### src/sv/chbc_pkg.sv
`default_nettype none

package chbc_pkg;

  // Default geometry of the cache.
  localparam int BUCKETS_DEF = 256;
  localparam int POOL_DEF    = 1024;

  // Field widths fixed by the interface.
  localparam int CMD_W       = 3;
  localparam int KEY_W       = 32;
  localparam int TIME_W      = 32;
  localparam int CLIENT_W    = 6;
  localparam int PAYLOAD_W   = 64;
  localparam int STATUS_W    = 3;
  localparam int SLOT_W      = 10;
  localparam int REMOVED_W   = 11;
  localparam int FRESH_W     = 16;
  localparam int EXPIRE_W    = 20;
  localparam int CFG_W       = 20;
  localparam int CFG_IDX_W   = 2;

  // Register reset values.
  localparam logic [FRESH_W-1:0]  FRESH_RST  = 16'd200;
  localparam logic [EXPIRE_W-1:0] EXPIRE_RST = 20'd5000;

  // Configuration register indexes.
  localparam logic [CFG_IDX_W-1:0] CFG_FRESH  = 2'd0;
  localparam logic [CFG_IDX_W-1:0] CFG_EXPIRE = 2'd1;

  // Command codes.
  localparam logic [CMD_W-1:0] CMD_LOOKUP = 3'd0;
  localparam logic [CMD_W-1:0] CMD_STORE  = 3'd1;
  localparam logic [CMD_W-1:0] CMD_QUERY  = 3'd2;
  localparam logic [CMD_W-1:0] CMD_REMOVE = 3'd3;
  localparam logic [CMD_W-1:0] CMD_CLEAR  = 3'd4;
  localparam logic [CMD_W-1:0] CMD_SWEEP  = 3'd5;

  // Status codes.
  localparam logic [STATUS_W-1:0] ST_HIT       = 3'd0;
  localparam logic [STATUS_W-1:0] ST_COMPUTE   = 3'd1;
  localparam logic [STATUS_W-1:0] ST_NOT_FOUND = 3'd2;
  localparam logic [STATUS_W-1:0] ST_FULL      = 3'd3;
  localparam logic [STATUS_W-1:0] ST_NULL_KEY  = 3'd4;
  localparam logic [STATUS_W-1:0] ST_DONE      = 3'd5;

  // Memory write operations issued by the controller.
  typedef enum logic [2:0] {
    WR_NONE,
    WR_CLEAR,
    WR_STORE,
    WR_CREATE,
    WR_LINK,
    WR_WIPE
  } wr_op_e;

  // Result selections issued by the controller.
  typedef enum logic [2:0] {
    RS_NULL,
    RS_DONE,
    RS_FOUND,
    RS_STORED,
    RS_NOT_FOUND,
    RS_FULL,
    RS_CREATED,
    RS_REMOVED
  } res_sel_e;

  // One pool entry, without its chain link.
  typedef struct packed {
    logic [KEY_W-1:0]     key;
    logic                 valid;
    logic [TIME_W-1:0]    stamp;
    logic [CLIENT_W-1:0]  client;
    logic [PAYLOAD_W-1:0] payload;
  } entry_t;

  // Commands from the controller to the datapath.
  typedef struct packed {
    logic     cap;
    logic     wkey_ld;
    logic     wkey_src_rd;
    logic     mod_go;
    logic     head_re;
    logic     idx_ld;
    logic     walk_re;
    logic     walk_adv;
    logic     scan_clr;
    logic     scan_inc;
    logic     scan_re;
    logic     rm_ld_live;
    wr_op_e   wr_op;
    logic     res_go;
    res_sel_e res_sel;
  } ctrl_t;

  // Status from the datapath to the controller.
  typedef struct packed {
    logic [CMD_W-1:0] cmd;
    logic             key_zero;
    logic             mod_done;
    logic             idx_end;
    logic             key_match;
    logic             rd_key_zero;
    logic             sweep_cand;
    logic             scan_last;
    logic             clr_last;
  } stat_t;

endpackage

`default_nettype wire

### src/sv/chbc_ctrl.sv
`default_nettype none

module chbc_ctrl (
  input  logic            clk_i,
  input  logic            rst_ni,
  input  logic            start,
  output logic            busy,
  input  chbc_pkg::stat_t stat_i,
  output chbc_pkg::ctrl_t ctrl_o
);

  typedef enum logic [14:0] {
    S_INIT = 15'b000000000000001,
    S_IDLE = 15'b000000000000010,
    S_DISP = 15'b000000000000100,
    S_MOD  = 15'b000000000001000,
    S_HEAD = 15'b000000000010000,
    S_WRD  = 15'b000000000100000,
    S_WCK  = 15'b000000001000000,
    S_LINK = 15'b000000010000000,
    S_WIPE = 15'b000000100000000,
    S_SWRD = 15'b000001000000000,
    S_SWCK = 15'b000010000000000,
    S_SWNX = 15'b000100000000000,
    S_FSRD = 15'b001000000000000,
    S_FSCK = 15'b010000000000000,
    S_CLR  = 15'b100000000000000
  } state_e;

  state_e state_q, state_d;

  always_ff @(posedge clk_i or negedge rst_ni) begin
    if (!rst_ni) begin
      state_q <= S_INIT;
    end else begin
      state_q <= state_d;
    end
  end

  assign busy = (state_q != S_IDLE);

  // Sequencer: issues at most one memory step per state.
  always_comb begin
    state_d        = state_q;
    ctrl_o         = '0;
    ctrl_o.wr_op   = chbc_pkg::WR_NONE;
    ctrl_o.res_sel = chbc_pkg::RS_NULL;
    unique case (state_q)
      S_INIT: begin
        ctrl_o.wr_op    = chbc_pkg::WR_CLEAR;
        ctrl_o.scan_inc = 1'b1;
        if (stat_i.clr_last) begin
          state_d = S_IDLE;
        end
      end
      S_IDLE: begin
        if (start) begin
          ctrl_o.cap = 1'b1;
          state_d    = S_DISP;
        end
      end
      S_DISP: begin
        if (stat_i.cmd <= chbc_pkg::CMD_REMOVE && stat_i.key_zero) begin
          ctrl_o.res_go  = 1'b1;
          ctrl_o.res_sel = chbc_pkg::RS_NULL;
          state_d        = S_IDLE;
        end else begin
          unique case (stat_i.cmd) inside
            chbc_pkg::CMD_CLEAR: begin
              ctrl_o.rm_ld_live = 1'b1;
              ctrl_o.scan_clr   = 1'b1;
              state_d           = S_CLR;
            end
            chbc_pkg::CMD_SWEEP: begin
              ctrl_o.scan_clr = 1'b1;
              state_d         = S_SWRD;
            end
            chbc_pkg::CMD_LOOKUP, chbc_pkg::CMD_STORE,
            chbc_pkg::CMD_QUERY, chbc_pkg::CMD_REMOVE: begin
              ctrl_o.wkey_ld = 1'b1;
              ctrl_o.mod_go  = 1'b1;
              state_d        = S_MOD;
            end
            default: begin
              ctrl_o.res_go  = 1'b1;
              ctrl_o.res_sel = chbc_pkg::RS_DONE;
              state_d        = S_IDLE;
            end
          endcase
        end
      end
      S_MOD: begin
        if (stat_i.mod_done) begin
          ctrl_o.head_re = 1'b1;
          state_d        = S_HEAD;
        end
      end
      S_HEAD: begin
        ctrl_o.idx_ld = 1'b1;
        state_d       = S_WRD;
      end
      S_WRD: begin
        if (stat_i.idx_end) begin
          if (stat_i.cmd == chbc_pkg::CMD_LOOKUP) begin
            ctrl_o.scan_clr = 1'b1;
            state_d         = S_FSRD;
          end else if (stat_i.cmd == chbc_pkg::CMD_SWEEP) begin
            state_d = S_SWNX;
          end else begin
            ctrl_o.res_go  = 1'b1;
            ctrl_o.res_sel = chbc_pkg::RS_NOT_FOUND;
            state_d        = S_IDLE;
          end
        end else begin
          ctrl_o.walk_re = 1'b1;
          state_d        = S_WCK;
        end
      end
      S_WCK: begin
        if (stat_i.key_match) begin
          if (stat_i.cmd == chbc_pkg::CMD_LOOKUP || stat_i.cmd == chbc_pkg::CMD_QUERY) begin
            ctrl_o.res_go  = 1'b1;
            ctrl_o.res_sel = chbc_pkg::RS_FOUND;
            state_d        = S_IDLE;
          end else if (stat_i.cmd == chbc_pkg::CMD_STORE) begin
            ctrl_o.wr_op   = chbc_pkg::WR_STORE;
            ctrl_o.res_go  = 1'b1;
            ctrl_o.res_sel = chbc_pkg::RS_STORED;
            state_d        = S_IDLE;
          end else begin
            state_d = S_LINK;
          end
        end else begin
          ctrl_o.walk_adv = 1'b1;
          state_d         = S_WRD;
        end
      end
      S_LINK: begin
        ctrl_o.wr_op = chbc_pkg::WR_LINK;
        state_d      = S_WIPE;
      end
      S_WIPE: begin
        ctrl_o.wr_op = chbc_pkg::WR_WIPE;
        if (stat_i.cmd == chbc_pkg::CMD_REMOVE) begin
          ctrl_o.res_go  = 1'b1;
          ctrl_o.res_sel = chbc_pkg::RS_REMOVED;
          state_d        = S_IDLE;
        end else begin
          state_d = S_SWNX;
        end
      end
      S_SWRD: begin
        ctrl_o.scan_re = 1'b1;
        state_d        = S_SWCK;
      end
      S_SWCK: begin
        if (stat_i.sweep_cand) begin
          ctrl_o.wkey_ld     = 1'b1;
          ctrl_o.wkey_src_rd = 1'b1;
          ctrl_o.mod_go      = 1'b1;
          state_d            = S_MOD;
        end else begin
          state_d = S_SWNX;
        end
      end
      S_SWNX: begin
        if (stat_i.scan_last) begin
          ctrl_o.res_go  = 1'b1;
          ctrl_o.res_sel = chbc_pkg::RS_DONE;
          state_d        = S_IDLE;
        end else begin
          ctrl_o.scan_inc = 1'b1;
          state_d         = S_SWRD;
        end
      end
      S_FSRD: begin
        ctrl_o.scan_re = 1'b1;
        state_d        = S_FSCK;
      end
      S_FSCK: begin
        if (stat_i.rd_key_zero) begin
          ctrl_o.wr_op   = chbc_pkg::WR_CREATE;
          ctrl_o.res_go  = 1'b1;
          ctrl_o.res_sel = chbc_pkg::RS_CREATED;
          state_d        = S_IDLE;
        end else if (stat_i.scan_last) begin
          ctrl_o.res_go  = 1'b1;
          ctrl_o.res_sel = chbc_pkg::RS_FULL;
          state_d        = S_IDLE;
        end else begin
          ctrl_o.scan_inc = 1'b1;
          state_d         = S_FSRD;
        end
      end
      S_CLR: begin
        ctrl_o.wr_op    = chbc_pkg::WR_CLEAR;
        ctrl_o.scan_inc = 1'b1;
        if (stat_i.clr_last) begin
          ctrl_o.res_go  = 1'b1;
          ctrl_o.res_sel = chbc_pkg::RS_DONE;
          state_d        = S_IDLE;
        end
      end
      default: state_d = S_IDLE;
    endcase
  end

endmodule

`default_nettype wire

### config.mk
export PLATFORM = sky130hd
export DESIGN_NAME = chbc_ctrl
export DESIGN_NICKNAME = d
export VERILOG_FILES = /design/src/sv/chbc_pkg.sv /design/src/sv/chbc_ctrl.sv
export SDC_FILE = /design/constraint.sdc
export NUM_CORES = 1
export LEC_CHECK = 0
export BUFFER_PORTS_ARGS = -buffer_cell sky130_fd_sc_hd__buf_4
export CORE_ASPECT_RATIO = 0.6
export CORE_MARGIN = 8
export CORE_UTILIZATION = 56
export CTS_CLUSTER_DIAMETER = 80
export CTS_CLUSTER_SIZE = 28
export DETAILED_ROUTE_END_ITERATION = 16
export PLACE_DENSITY = 0.95
export SLEW_MARGIN = 20
export SYNTH_ARGS = -nofsm -noshare
export SYNTH_HDL_FRONTEND = slang
export SYNTH_SLANG_ARGS = --single-unit
### constraint.sdc
create_clock -name clk_i -period 4.45 [get_ports clk_i]
set_input_delay 0.6675 -clock clk_i [delete_from_list [all_inputs] [get_ports clk_i]]
set_output_delay 0.6675 -clock clk_i [all_outputs]
set_load 0.01 [all_outputs]
==> flow_summary.json <==
{
  "finalSetupTns_ns": 0,
  "cts-root-buf": "clkbuf_4",
  "cts_setup_buffers": 0,
  "initial_core_util_pct": 57.8,
  "gp_congestion": 0.968,
  "synth-seq-area-share_pct": 30.8,
  "max-cap-violations": 0,
  "synth_top_area_share_pct": 28.7,
  "top_register": "state_q",
  "pre_cts_ws_ns": 1.48,
  "p_per_area_mw_per_mm2": 294,
  "gr-usage-met1_pct": 26.6,
  "ys.flop_type": "dfrtp_1",
  "grt_pass1_vias": 1322,
  "slowest_stage": "or4_1",
  "synth_edf_count": 0,
  "clock-sinks": 15,
  "tightest_slew_ns": 1.05,
  "drt_iter0_drc": 156,
  "ys_seq_elements": 15,
  "rows": 13,
  "grt_overflow_total": 0,
  "vias": 1361,
  "critical_path_arrival_ns": 2.73,
  "die_x_um": 76.3,
  "firstDrtPassIters": 5,
  "cts_hold_buffers": 0,
  "min_period_ns": 3.40,
  "use_met2_pct": 32.7,
  "hold_class": "primary input to async pin",
  "finalHoldViolCount": 0,
  "leakage_nw": 0.719,
  "die_area_mm2": 0.00398,
  "cp_max_fo": 7,
  "syn_inst": 151,
  "start_kind": "register",
  "synth.area.top_cells": "dfrtp_1 (29%), nor2_1 (4.9%), nand2_1 (4.3%)",
  "outcome": "completed",
  "path_class": "register to output pin",
  "timing.final.crit_share_pct": 76.4,
  "synth_top_cell_by_area": "dfrtp_1",
  "clkTransAtPathRegs_ns": 0.10,
  "crit_family": "simple AND/OR/NAND/NOR gates",
  "drc": 0,
  "drv_slew": 0,
  "fin_nets": 196,
  "fillers": 165,
  "largest_reg_flops": 15,
  "grt_pass1_wl_um": 6480,
  "hpwl_um": 3050,
  "ant_nets": 0,
  "reg_top3": "state_q x15",
  "yosysWarnings": 0,
  "final_common_cell": "buf_4",
  "cts_resized": 0,
  "ys_types": 44,
  "setup_viol": 0,
  "die_h_um": 52.2,
  "async_flop_share_pct": 100,
  "cts_made_buffers": 3,
  "diodes": 0,
  "routed_wl_um": 3860,
  "num_io_pins": 34,
  "fmax_mhz": 294,
  "drive_above_1_share_pct": 30.4,
  "syn2layout_area_growth_pct": 23.0,
  "via_per_inst": 6.45,
  "wl_per_cell_um": 18.3,
  "worstPathRequired_ns": 3.78,
  "clockBufferDepth": 2,
  "htree_num_levels": 1,
  "slowest_delay_ns": 0.71,
  "endpoint_kind": "output pin",
  "io_buffers": 33,
  "rsz0062_at_grt": "false",
  "finClkSkew_ns": 0.000767,
  "avgSynthCellArea_um2": 8.09,
  "final.setup.worst_slack_ns": 1.05,
  "grt_start_max_net_pins": 16,
  "syn-num-nets": 165,
  "layout_common_cells": "buf_4 (34), nor2_1 (16), nand2_1 (14), dfrtp_1 (14), nand3_1 (8)",
  "tritoncts": "yes",
  "path_cells": "or4_1 > nor3_1 > nand2_1 > nor2_1 > a21oi_1 > o21ai_0 > buf_4",
  "grt-busiest-layer": "met2",
  "grtUsageMet3_pct": 5.65,
  "slew_headroom_pct": 29.2,
  "grt_use_total_pct": 20.2,
  "synthesis.area_mm2": 0.00122,
  "critPathBufInv": 1,
  "antenna_found_initial": 0,
  "core_mm2": 0.00211,
  "ir_worst_vdd_uv": 252,
  "clk-insertion-delay-late_ns": 0.29
}
-- where the power goes --
group / internal, mW / total (mW) / switching [mW]
registers: 0.146 / 0.161 / 0.0152
clock network: 0.0334 / 0.0851 / 0.0516
logic: 0.0858 / 0.195 / 0.109
total: 0.265 / 0.441 / 0.176
-- worst reg2reg max path, cell delays in order, from the launching register on --
cell and delay, ns:
dfrtp_1 0.45, or4_1 0.71, nor3_1 0.54, o211ai_1 0.22
nor3b_1 0.21, nand2_1 0.08, o21a_1 0.11
-- cell families (layout without fill, tap and decap cells) --
group           count (synthesis)  after routing  share of synthesized area (%)
simple gates                   91             91                           45.8
compound gates                 26             26                           15.0
flops                          15             15                           30.8
buf+inv                        15             45                           5.43
xor+xnor                        3              3                           2.15
mux                             1              1                          0.820
-- Yosys cell counts, drive strengths merged, types with 4 or more instances --
cell type,number
clkbuf,4
nand3,8
or3,5
o21ai,5
or4,4
nand2,15
nor2,16
buf,4
nand4,4
or4b,5
inv,7
nor4,4
nor3,10
nor4b,5
dfrtp,14
-- layout make-up --
class / count / area (um^2) / area share, %
tap: 30 / 37.5 / 2.50
clock inverter: 1 / 5.00 / 0.333
clock buffer: 3 / 22.5 / 1.50
sequential: 15 / 377 / 25.1
multi-input combinational: 121 / 778 / 51.8
timing repair buffer: 34 / 255 / 17.0
inverter: 7 / 26.3 / 1.75
-- metal layers --
layer | vias to the layer above | routed length, um
met5 | - | 0
met4 | 0 | 42
met3 | 9 | 344
met2 | 87 | 1720
met1 | 640 | 1750
li1 | 625 | -
-- path summary, 6_finish.rpt --
kind,startpoint,end,slack (ns),depth (start not counted)
hold / removal,rst_ni,state_q[14],0.21,1
min in group clk_i,state_q[0],state_q[0],0.55,1
setup / recovery,state_q[8],ctrl_o[9],1.05,7
max in group asynchronous,rst_ni,state_q[0],3.99,1
hold reg to reg,state_q[0],state_q[0],0.55,1
setup reg to reg,state_q[8],state_q[1],2.09,6
-- stage by stage --
stage               power [mW]  utilization, %  hold slack [ns]  std cells  cell area, um^2
global route             0.465            71.0            0.212        211             1500
finish                   0.441            71.0            0.209        211             1500
detailed placement       0.353            69.7            0.536        207             1470
CTS                      0.437            71.0            0.215        211             1500
floorplan                0.284               -            0.372        151             1220
global placement         0.350            69.7            0.531        207             1470
Note: power is estimated with default switching activity, not from simulation.
